$ cat src/nel_pkg.sv
// Package for the non-graphic escape and line wrap block.
// Holds the word types, register indexes, reset values and the digit helper.
// No dependencies; every other file of the block imports it.
`default_nettype none

package nel_pkg;

  localparam logic [7:0] NL_CHAR = 8'h0A;
  localparam logic [7:0] GRAPHIC_LO = 8'h21;
  localparam logic [7:0] GRAPHIC_HI = 8'h7E;

  localparam logic HEX_MODE_RST = 1'b1;
  localparam logic [7:0] LINE_WIDTH_RST = 8'd80;

  localparam int CFG_IDX_W = 1;
  localparam int CFG_DATA_W = 8;
  localparam logic [CFG_IDX_W-1:0] CFG_HEX_MODE = 1'b0;
  localparam logic [CFG_IDX_W-1:0] CFG_LINE_WIDTH = 1'b1;

  localparam logic CMD_DATA = 1'b0;
  localparam logic CMD_END = 1'b1;

  localparam int QUEUE_DEPTH_DEF = 2;

  typedef struct packed {
    logic       command;
    logic [7:0] data_byte;
  } in_word_t;

  typedef struct packed {
    logic [7:0] out_char;
    logic       last;
  } out_word_t;

  // One classified item: up to four characters, first in chars[0].
  typedef struct packed {
    logic [3:0][7:0] chars;
    logic [2:0]      cnt;
  } nel_job_t;

  function automatic logic [7:0] digit_char(input logic [3:0] d);
    logic [7:0] c;
    if (d < 4'd10) begin
      c = 8'h30 + {4'd0, d};
    end else begin
      c = 8'h57 + {4'd0, d};
    end
    return c;
  endfunction

endpackage

`default_nettype wire

$ cat src/nel_front.sv
// Front end: configuration registers, column tracking and classification of
// each input word into a job of one to four characters. Depends on nel_pkg.
`default_nettype none

module nel_front
  import nel_pkg::*;
(
  input  wire                   clk,
  input  wire                   rst_n,
  input  wire                   cfg_we,
  input  wire [CFG_IDX_W-1:0]   cfg_index,
  input  wire [CFG_DATA_W-1:0]  cfg_wdata,
  input  wire                   in_push,
  input  wire in_word_t         in_data,
  input  wire                   q_full,
  output logic                  q_push,
  output nel_job_t              q_job
);

  logic       hex_mode_r;
  logic [7:0] line_width_r;
  logic [7:0] column_r;
  logic [7:0] column_nxt;

  logic            wrap;
  logic            fit_nl;
  logic            graphic;
  logic [1:0]      n_dig;
  logic [3:0][7:0] dig;
  logic [8:0]      col_sum;
  logic            nl;

  assign q_push = in_push && !q_full;

  always_ff @(posedge clk) begin
    if (!rst_n) begin
      hex_mode_r   <= HEX_MODE_RST;
      line_width_r <= LINE_WIDTH_RST;
    end else if (cfg_we) begin
      unique case (cfg_index)
        CFG_HEX_MODE:   hex_mode_r   <= cfg_wdata[0];
        CFG_LINE_WIDTH: line_width_r <= cfg_wdata;
      endcase
    end
  end

  always_comb begin
    graphic = (in_data.data_byte >= GRAPHIC_LO) && (in_data.data_byte <= GRAPHIC_HI);
    dig = '0;
    if (graphic) begin
      n_dig  = 2'd1;
      dig[0] = in_data.data_byte;
    end else if (hex_mode_r) begin
      if (in_data.data_byte[7:4] == 4'd0) begin
        n_dig  = 2'd1;
        dig[0] = digit_char(in_data.data_byte[3:0]);
      end else begin
        n_dig  = 2'd2;
        dig[0] = digit_char(in_data.data_byte[7:4]);
        dig[1] = digit_char(in_data.data_byte[3:0]);
      end
    end else begin
      if (in_data.data_byte[7:3] == 5'd0) begin
        n_dig  = 2'd1;
        dig[0] = digit_char({1'b0, in_data.data_byte[2:0]});
      end else if (in_data.data_byte[7:6] == 2'd0) begin
        n_dig  = 2'd2;
        dig[0] = digit_char({1'b0, in_data.data_byte[5:3]});
        dig[1] = digit_char({1'b0, in_data.data_byte[2:0]});
      end else begin
        n_dig  = 2'd3;
        dig[0] = digit_char({2'b0, in_data.data_byte[7:6]});
        dig[1] = digit_char({1'b0, in_data.data_byte[5:3]});
        dig[2] = digit_char({1'b0, in_data.data_byte[2:0]});
      end
    end

    wrap    = column_r >= line_width_r;
    col_sum = {1'b0, column_r} + {7'd0, n_dig};
    // Escapes that would overrun the line break first, unless a full-line
    // break already happened for this word.
    fit_nl  = !graphic && !wrap && (col_sum > {1'b0, line_width_r});
    nl      = (in_data.command == CMD_END) || wrap || fit_nl;

    // A newline goes first and pushes the digits up by one slot.
    if (nl) begin
      q_job.chars = {dig[2:0], NL_CHAR};
    end else begin
      q_job.chars = dig;
    end

    if (in_data.command == CMD_END) begin
      q_job.cnt  = 3'd1;
      column_nxt = '0;
    end else begin
      q_job.cnt  = {1'b0, n_dig} + {2'd0, nl};
      column_nxt = (nl ? 8'd0 : column_r) + {6'd0, n_dig};
    end
  end

  always_ff @(posedge clk) begin
    if (!rst_n) begin
      column_r <= '0;
    end else if (q_push) begin
      column_r <= column_nxt;
    end
  end

endmodule

`default_nettype wire

$ cat src/nel_queue.sv
// Short job queue between the front end and the character serializer.
// Flip-flop storage with head read at the read pointer. Depends on nel_pkg.
`default_nettype none

module nel_queue
  import nel_pkg::*;
#(
  parameter int DEPTH = QUEUE_DEPTH_DEF
) (
  input  wire            clk,
  input  wire            rst_n,
  input  wire            push,
  input  wire nel_job_t  push_job,
  output logic           full,
  input  wire            pop,
  output logic           valid,
  output nel_job_t       head
);

  localparam int PW = (DEPTH > 1) ? $clog2(DEPTH) : 1;
  localparam int CW = $clog2(DEPTH + 1);

  nel_job_t        mem [DEPTH];
  logic [PW-1:0]   wr_ptr_r;
  logic [PW-1:0]   rd_ptr_r;
  logic [CW-1:0]   count_r;
  logic            do_push;
  logic            do_pop;

  assign full    = count_r == CW'(DEPTH);
  assign valid   = count_r != '0;
  assign head    = mem[rd_ptr_r];
  assign do_push = push && !full;
  assign do_pop  = pop && valid;

  always_ff @(posedge clk) begin
    if (do_push) begin
      mem[wr_ptr_r] <= push_job;
    end
  end

  always_ff @(posedge clk) begin
    if (!rst_n) begin
      wr_ptr_r <= '0;
      rd_ptr_r <= '0;
      count_r  <= '0;
    end else begin
      if (do_push) begin
        wr_ptr_r <= (wr_ptr_r == PW'(DEPTH - 1)) ? '0 : wr_ptr_r + 1'b1;
      end
      if (do_pop) begin
        rd_ptr_r <= (rd_ptr_r == PW'(DEPTH - 1)) ? '0 : rd_ptr_r + 1'b1;
      end
      if (do_push && !do_pop) begin
        count_r <= count_r + 1'b1;
      end else if (do_pop && !do_push) begin
        count_r <= count_r - 1'b1;
      end
    end
  end

endmodule

`default_nettype wire

$ cat src/nel_back.sv
// Back end: holds one job and sends its characters one per cycle while out_pop
// is high on the result channel, marking the final one. Depends on nel_pkg.
`default_nettype none

module nel_back
  import nel_pkg::*;
(
  input  wire            clk,
  input  wire            rst_n,
  input  wire            q_valid,
  input  wire nel_job_t  q_head,
  output logic           q_pop,
  output logic           out_empty,
  input  wire            out_pop,
  output out_word_t      out_data
);

  logic       busy_r;
  nel_job_t   job_r;
  logic [1:0] idx_r;
  logic       is_last;
  logic       take;

  assign is_last         = ({1'b0, idx_r} + 3'd1) == job_r.cnt;
  assign out_empty       = !busy_r;
  assign out_data.out_char = job_r.chars[idx_r];
  assign out_data.last   = is_last;
  // Reload when idle or when the final character leaves this cycle.
  assign take            = !busy_r || (out_pop && is_last);
  assign q_pop           = take && q_valid;

  always_ff @(posedge clk) begin
    if (q_pop) begin
      job_r <= q_head;
    end
  end

  always_ff @(posedge clk) begin
    if (!rst_n) begin
      busy_r <= 1'b0;
      idx_r  <= '0;
    end else if (take) begin
      busy_r <= q_valid;
      idx_r  <= '0;
    end else if (out_pop) begin
      idx_r <= idx_r + 1'b1;
    end
  end

endmodule

`default_nettype wire

$ cat src/nongraphic_escape_line_wrapper.sv
// Top level of the non-graphic escape and line wrap block.
// Instantiates nel_front, nel_queue and nel_back; depends on nel_pkg.
//
// Usage: bytes arrive as words on the input queue port (in_push / in_full).
// A word with command 0 carries a data byte; command 1 ends the input and
// produces one final newline. Graphic bytes (0x21 to 0x7E) pass through,
// every other byte is printed as lowercase hex or octal digits without
// leading zeros. A newline is inserted when the column has reached the line
// width, or when an escape's digits would not fit on the current line.
// Each input word yields one to four characters on the result queue port
// (out_empty / out_pop); the last character of a word has last set.
// Configuration (hex_mode at index 0, line_width at index 1) is written
// through cfg_we / cfg_index / cfg_wdata while the block is idle.
// The front end takes one word per cycle while the queue has room. Each word is
// held in the job queue, then loaded into the back end's job register, and only
// then put out on the result port, one character per cycle while out_pop is high.
// Reset (rst_n, synchronous) empties the queue, clears the column to zero and
// restores hex mode and a line width of 80. When the receiver stops popping,
// the job queue fills and in_full rises; nothing is dropped.
`default_nettype none

module nongraphic_escape_line_wrapper
  import nel_pkg::*;
#(
  parameter int QUEUE_DEPTH = QUEUE_DEPTH_DEF
) (
  input  wire                   clk,
  input  wire                   rst_n,
  input  wire                   cfg_we,
  input  wire [CFG_IDX_W-1:0]   cfg_index,
  input  wire [CFG_DATA_W-1:0]  cfg_wdata,
  input  wire                   in_push,
  output logic                  in_full,
  input  wire in_word_t         in_data,
  output logic                  out_empty,
  input  wire                   out_pop,
  output out_word_t             out_data
);

  // Front end pushes classified jobs, back end drains them.
  logic     q_push;
  logic     q_full;
  logic     q_pop;
  logic     q_valid;
  nel_job_t q_job;
  nel_job_t q_head;

  assign in_full = q_full;

  nel_front u_front (
    .clk       (clk),
    .rst_n     (rst_n),
    .cfg_we    (cfg_we),
    .cfg_index (cfg_index),
    .cfg_wdata (cfg_wdata),
    .in_push   (in_push),
    .in_data   (in_data),
    .q_full    (q_full),
    .q_push    (q_push),
    .q_job     (q_job)
  );

  nel_queue #(
    .DEPTH (QUEUE_DEPTH)
  ) u_queue (
    .clk      (clk),
    .rst_n    (rst_n),
    .push     (q_push),
    .push_job (q_job),
    .full     (q_full),
    .pop      (q_pop),
    .valid    (q_valid),
    .head     (q_head)
  );

  nel_back u_back (
    .clk       (clk),
    .rst_n     (rst_n),
    .q_valid   (q_valid),
    .q_head    (q_head),
    .q_pop     (q_pop),
    .out_empty (out_empty),
    .out_pop   (out_pop),
    .out_data  (out_data)
  );

endmodule

`default_nettype wire

$ cat config.mk
export PLATFORM = sky130hd
export DESIGN_NAME = nongraphic_escape_line_wrapper
export DESIGN_NICKNAME = d
export VERILOG_FILES = /design/src/nel_pkg.sv /design/src/nel_front.sv /design/src/nel_queue.sv /design/src/nel_back.sv /design/src/nongraphic_escape_line_wrapper.sv
export SDC_FILE = /design/constraint.sdc
export NUM_CORES = 1
export LEC_CHECK = 0
export BUFFER_PORTS_ARGS = -buffer_cell sky130_fd_sc_hd__buf_2
export CAP_MARGIN = 10
export CORE_ASPECT_RATIO = 1.5
export CORE_UTILIZATION = 43
export DETAILED_ROUTE_END_ITERATION = 12
export GPL_TIMING_DRIVEN = 0
export PLACE_DENSITY = 0.66
export SETUP_SLACK_MARGIN = 0.02
export SLEW_MARGIN = 10
export SYNTH_ARGS = -nofsm -noshare
export SYNTH_HDL_FRONTEND = slang
export SYNTH_HIERARCHICAL = 1
export SYNTH_SLANG_ARGS = --single-unit
$ cat constraint.sdc
create_clock -name clk -period 15.6 [get_ports clk]
set_clock_uncertainty 0.1 [all_clocks]
set_input_delay 0.78 -clock clk [delete_from_list [all_inputs] [get_ports clk]]
set_output_delay 0.78 -clock clk [all_outputs]
set_load 0.05 [all_outputs]
==> results of run 1 <==
[flip-flops by register name, summed over array words and instances (netlist names), named ones only]
signal / cells
u_queue/mem: 70
u_back/job_r: 35
u_front/column_r: 8
u_front/line_width_r: 8
u_back/idx_r: 2
u_queue/count_r: 2
u_back/busy_r: 1
u_front/hex_mode_r: 1
u_queue/rd_ptr_r: 1
u_queue/wr_ptr_r: 1
[synth_stat cells, types with 3 or more instances]
master	n	area, um2
a21o_1	3	22.5
a21oi_1	22	110
a31oi_1	5	31.3
a32oi_1	3	26.3
and2_1	11	68.8
and3_1	6	37.5
buf_4	13	97.6
clkbuf_1	13	48.8
dfxtp_1	25	500
edfxtp_1	105	3150
ha_1	31	388
inv_1	28	105
mux2_2	37	417
mux2i_1	6	60.1
mux4_2	8	180
nand2_1	37	139
nand2b_1	6	37.5
nand3_1	12	60.1
nand4_1	8	50.1
nor2_1	33	124
nor2b_1	8	50.1
nor3_1	12	60.1
o211ai_1	4	30.0
o21ai_0	16	80.1
o21ai_1	4	20.0
or2_2	3	18.8
or3_1	4	25.0
xnor2_1	7	61.3
xor2_1	7	61.3
[routing by layer]
layer,GRT usage [%],wire length [um],vias up
li1,-,-,2075
met1,19.2,5020,2061
met2,32.1,7060,138
met3,4.23,550,23
met4,8.12,336,0
met5,0,0,-
[worst paths after layout]
kind | startpoint | endpoint | slack, ns | depth (start not counted)
worst max register to register | u_front/hex_mode_r | u_front/column_r[2] | 9.57 | 25
worst max-delay path | in_data[0] | u_front/column_r[2] | 8.50 | 27
worst min-delay path | u_front/line_width_r[2] | u_front/line_width_r[2] | 0.35 | 2
worst min register to register | u_front/line_width_r[2] | u_front/line_width_r[2] | 0.35 | 2
[stage by stage]
stage / util, % / worst slack (ns) / total power, mW / cells
finish: 51.1 / 8.50 / 1.19 / 801
global route: 51.1 / 8.10 / 1.25 / 801
CTS: 51.1 / 8.50 / 1.21 / 801
detailed placement: 47.2 / 8.07 / 0.816 / 769
global placement: 46.8 / 8.12 / 0.798 / 766
floorplan: - / 9.34 / 0.732 / 535
[critical path, delay by kind of cell]
kind | cells | cell delay (ns)
compound gates | 9 | 2.49
simple gates | 7 | 1.84
fa+ha+maj | 5 | 1.50
buf+inv | 5 | 0.57
xor+xnor | 1 | 0.16
[power groups by stage]
stage                     registers, mW  clock network [mW]  logic, mW
after floorplan                   0.509                   0      0.223
after global placement            0.516                   0      0.283
after detailed placement          0.516                   0      0.299
after CTS                         0.510               0.396      0.301
after global routing              0.516               0.410      0.321
final                             0.508               0.390      0.297
[cell type report]
cell class	count	share of cell area (%)
sequential	130	47.7
clock inverter	15	2.07
tap	199	3.25
buffer	33	2.69
multi-input combinational	342	34.5
timing repair buffer	35	2.74
clock buffer	17	5.55
inverter	30	1.50
[kinds of logic (layout without fill, tap and decap cells)]
family,after synthesis,in the layout,synth area share [%]
adders and majority gates,33,33,6.49
muxes,52,52,10.2
other,1,6,0.0569
xor gates and xnor gates,14,14,1.86
DFF,130,130,55.4
buffers and inverters,63,130,4.88
AOI/OAI and AO/OA,88,88,9.72
and+or+nand+nor,149,149,11.4
==> qor.yml, run 1 <==
status: "completed"
vias_per_cell: 5.36
multi_input_area_um2: 2650
yosys_warnings: 6
fin_tns_setup_ns: 0
ys.flop_type: "edfxtp_1"
hold_path.class: "reg -> reg"
synthCells: 530
fmax_mhz: 141
synth_area_um2: 6590
synth_edf_count: 105
fin_nets: 645
vias: 4297
whs_ns: 0.353
clock_latency_ns: 0.41
drt_iter0_drc: 214
ys_seq_elements: 130
rsz0062_at_grt: "no"
slew_viol_final: 0
finalHoldViolCount: 0
die_y_um: 154
clockRootBuffer: "clkbuf_16"
async_flop_share_pct: 0
cts_max_level: 4
first_pass_iters: 5
start_util_pct: 43.9
cp_common_cell: "ha_1"
grt_max_degree: 37
path_clk_slew_ns: 0.06
worstSetupPathType: "in -> reg"
area.growth.synth_to_final_pct: 16.2
switching_share_pct: 31.0
final_area_um2: 7660
rows: 55
arrival_ns: 7.32
diodes: 0
min_period_ns: 7.10
ys_types: 68
wl_per_cell_um: 16.2
grt_pass1_vias: 4344
layout_commonest_cell: "edfxtp_1"
setup_viol: 0
worst_pin_slew_ns: 0.881
yosysSeqAreaShare_pct: 55.4
crit_required_ns: 15.82
p_int_mw: 0.825
max_slew_margin_pct: 41.3
comb_power_share_pct: 24.8
finalWirelength_um: 13000
postRouteAntennaNets: 0
placed_area_um2: 7080
cts_buffer_depth: 2
vdd_drop_max_v: 0.0000842
p_clk_share_pct: 32.6
grt-ovfl-total: 0
grt_pass1_wl_um: 21200
ios: 34
crit_slowest_cell: "a311oi_4"
ff_latch_area_um2: 3650
die_x_um: 103
place_congestion: 0.887
core_um2: 15000
die_area_um2: 15800
post-route-period-util_pct: 45.5
post_cts_buffers: 0
syn_avg_cell_area_um2: 12.4
cp-start-kind: "input port"
slowest_delay_ns: 0.52
cts_hold_buf: 0
numCtsBuffers: 17
pwr_density_cell_nw_per_um2: 156
port_buffers: 32
grt.total_usage_pct: 17.8
cp-end-kind: "flop"
cts_tree: "yes"
leakagePower_nw: 2.87
layout_common_cells: "edfxtp_1 (105), nand2_1 (37), mux2_2 (37)"
layout-drive-gt1-share_pct: 24.8
cp_max_fo: 10
cap_viol_max_count: 0
route.detailed.drc: 0
seqPwrFrac_pct: 42.6
antenna_found_initial: 0
post_cts_resized: 0
fillers: 1341
clock-sinks: 130
post-dp-hpwl_um: 9310
p_sw_mw: 0.370
(Power assumes the default switching activity.)
==> inputs of run 2 (changes only) <==
- clock period: 15.6 -> 6.91 ns (I/O delays scaled with it)
==> qor.yml, run 2 (synthesized netlist as in run 1, its figures left out) <==
status: "completed"
cts_max_level: 4  # unchanged
rsz0062_at_grt: "no"
grt_pass1_wl_um: 21200  # unchanged
vdd_drop_max_v: 0.000190  # +130%
route.detailed.drc: 0  # unchanged
cp-end-kind: "flop"
reg2reg_from: "u_front/hex_mode_r"
vias: 4312  # +0.35%
port_buffers: 32  # unchanged
pwr_density_cell_nw_per_um2: 352  # +130%
worst_pin_slew_ns: 0.884  # +0.00390 ns
regMostFlops: "u_queue/mem"
cts_buffer_depth: 2  # unchanged
vias_per_cell: 5.37  # about the same
grt.total_usage_pct: 17.8  # unchanged
reg_top3: "u_queue/mem (70), u_back/job_r (35)"
finalWirelength_um: 13000  # +0.13%
start_util_pct: 43.9  # unchanged
postRouteAntennaNets: 0  # unchanged
wl_per_cell_um: 16.2  # -0.12%
reg2reg_to: "u_front/column_r[2]"
area.growth.synth_to_final_pct: 16.5
final_core_util_pct: 51.2  # +0.10 points
grt.busiest_layer: "met2"
numCtsBuffers: 17  # unchanged
post-dp-hpwl_um: 9310  # unchanged
cap_viol_max_count: 0  # unchanged
die_x_um: 103  # unchanged
r2r_cells: 25  # unchanged
slew_viol_final: 0  # unchanged
use_met2_pct: 32.1  # unchanged
fmax_mhz: 154
cts_tree: "yes"
grt_max_degree: 37  # unchanged
antenna_found_initial: 0  # unchanged
drt_iter0_drc: 210  # -1.9%
min_period_ns: 6.51
clock_latency_ns: 0.41  # about the same
path_clk_slew_ns: 0.06  # about the same
die_area_um2: 15800  # unchanged
finalPower_mw: 2.70  # +130%
hold_path_end: "u_front/hex_mode_r"
cts_hold_buf: 0  # unchanged
clock-sinks: 130  # unchanged
leakagePower_nw: 2.88  # +0.33%
layout-drive-gt1-share_pct: 25.0  # +0.25 points
max_slew_margin_pct: 41.0  # -0.26 points
whs_ns: 0.0518  # -0.302 ns
ios: 34  # unchanged
layout_commonest_cell: "edfxtp_1"
reg2reg_setup_slack_ns: 0.93  # -8.64 ns
arrival_ns: 6.73  # -0.59 ns
grt-ovfl-total: 0  # unchanged
hold_path.class: "in -> reg"
fin_nets: 647  # +0.31%
core_um2: 15000  # unchanged
grt_pass1_vias: 4344  # unchanged
place_congestion: 0.887  # unchanged
grt.met3_usage_pct: 4.23  # unchanged
post_cts_buffers: 0  # unchanged
post-route-period-util_pct: 94.2
fillers: 1339  # -0.15%
cp-start-kind: "input port"
cp_max_fo: 10  # unchanged
clockRootBuffer: "clkbuf_16"
largest_reg_flops: 70  # unchanged
worstSetupPathType: "in -> reg"
rows: 55  # unchanged
first_pass_iters: 5  # unchanged
die_y_um: 154  # unchanged
layout_common_cells: "edfxtp_1 (105), nand2_1 (37), mux2_2 (37)"
grt_use_met1_pct: 19.2  # unchanged
diodes: 0  # unchanged
post_cts_resized: 0  # unchanged
hold_path_startpoint: "cfg_wdata[0]"
finalHoldViolCount: 0  # unchanged
hold_depth: 2  # unchanged
setup_viol: 0  # unchanged
crit_required_ns: 7.13  # -8.69 ns
-- run 2: cell types whose count changed in the layout (fill, tap and decap cells not counted) --
cell | before | now
buf_4 | 13 | 15
-- run 2: worst max-delay path: stages --
cell and delay, ns:
buf_2 0.13, inv_1 0.17, ha_1 0.22, or4b_4 0.49, a211oi_4 0.31, a311oi_2 0.17, a311oi_4 0.40, o21ai_0 0.31
ha_1 0.32, a21oi_1 0.29, nor3b_1 0.11, xor2_1 0.16, ha_1 0.33, nand3_1 0.16, or3_1 0.41, a32o_1 0.29
o21ai_4 0.32, and2_4 0.23, inv_4 0.05, buf_4 0.17, nor2_1 0.10, ha_1 0.17, inv_1 0.05, fa_1 0.46
nor4b_1 0.36, a31oi_1 0.08, o211ai_1 0.12
-- run 2: area by class of cell --
class,count,area (um2),area share [%]
Tap cell,199,249,3.24
Timing Repair Buffer,37,225,2.93
Multi-Input combinational cell,342,2650,34.4
Clock inverter,15,159,2.07
Buffer,33,206,2.69
Clock buffer,17,425,5.54
Inverter,30,115,1.50
Sequential cell,130,3650,47.6
-- run 2: report_power, final --
group / internal, mW / total, mW / switching (mW)
registers: 1.10 / 1.15 / 0.0501
clock network: 0.512 / 0.880 / 0.368
logic: 0.253 / 0.672 / 0.419
total: 1.86 / 2.70 / 0.836
-- run 2: worst max path at each step --
| stage | startpoint | cells past startpoint | endpoint | slack [ns] |
|---|---|---|---|---|
| finish | in_data[0] | 27 | u_front/column_r[2] | 0.40 |
| global route | in_data[0] | 27 | u_front/column_r[2] | 0.09 |
| CTS | in_data[0] | 27 | u_front/column_r[6] | 0.24 |
| detailed placement | in_data[0] | 27 | u_front/column_r[6] | -0.18 |
| global placement | in_data[0] | 27 | u_front/column_r[6] | -0.13 |
| floorplan | in_data[0] | 27 | u_front/column_r[6] | 1.08 |
-- run 2: layer usage --
metal  vias up  share of wire, %
met2       128                55
met1      2075                38
met4         0               2.7
met5         -                 0
met3        25               4.5
li1       2084                 -
-- run 2: stage by stage --
step	setup slack [ns]	std cells	setup TNS, ns	cell area [um2]
2_1_floorplan	1.08	535	0	6610
3_3_place_gp	-0.131	766	-0.313	7020
3_5_place_dp	-0.183	769	-0.451	7080
4_1_cts	0.245	801	0	7660
5_1_grt	0.0854	803	0	7680
6_report	0.402	803	0	7680
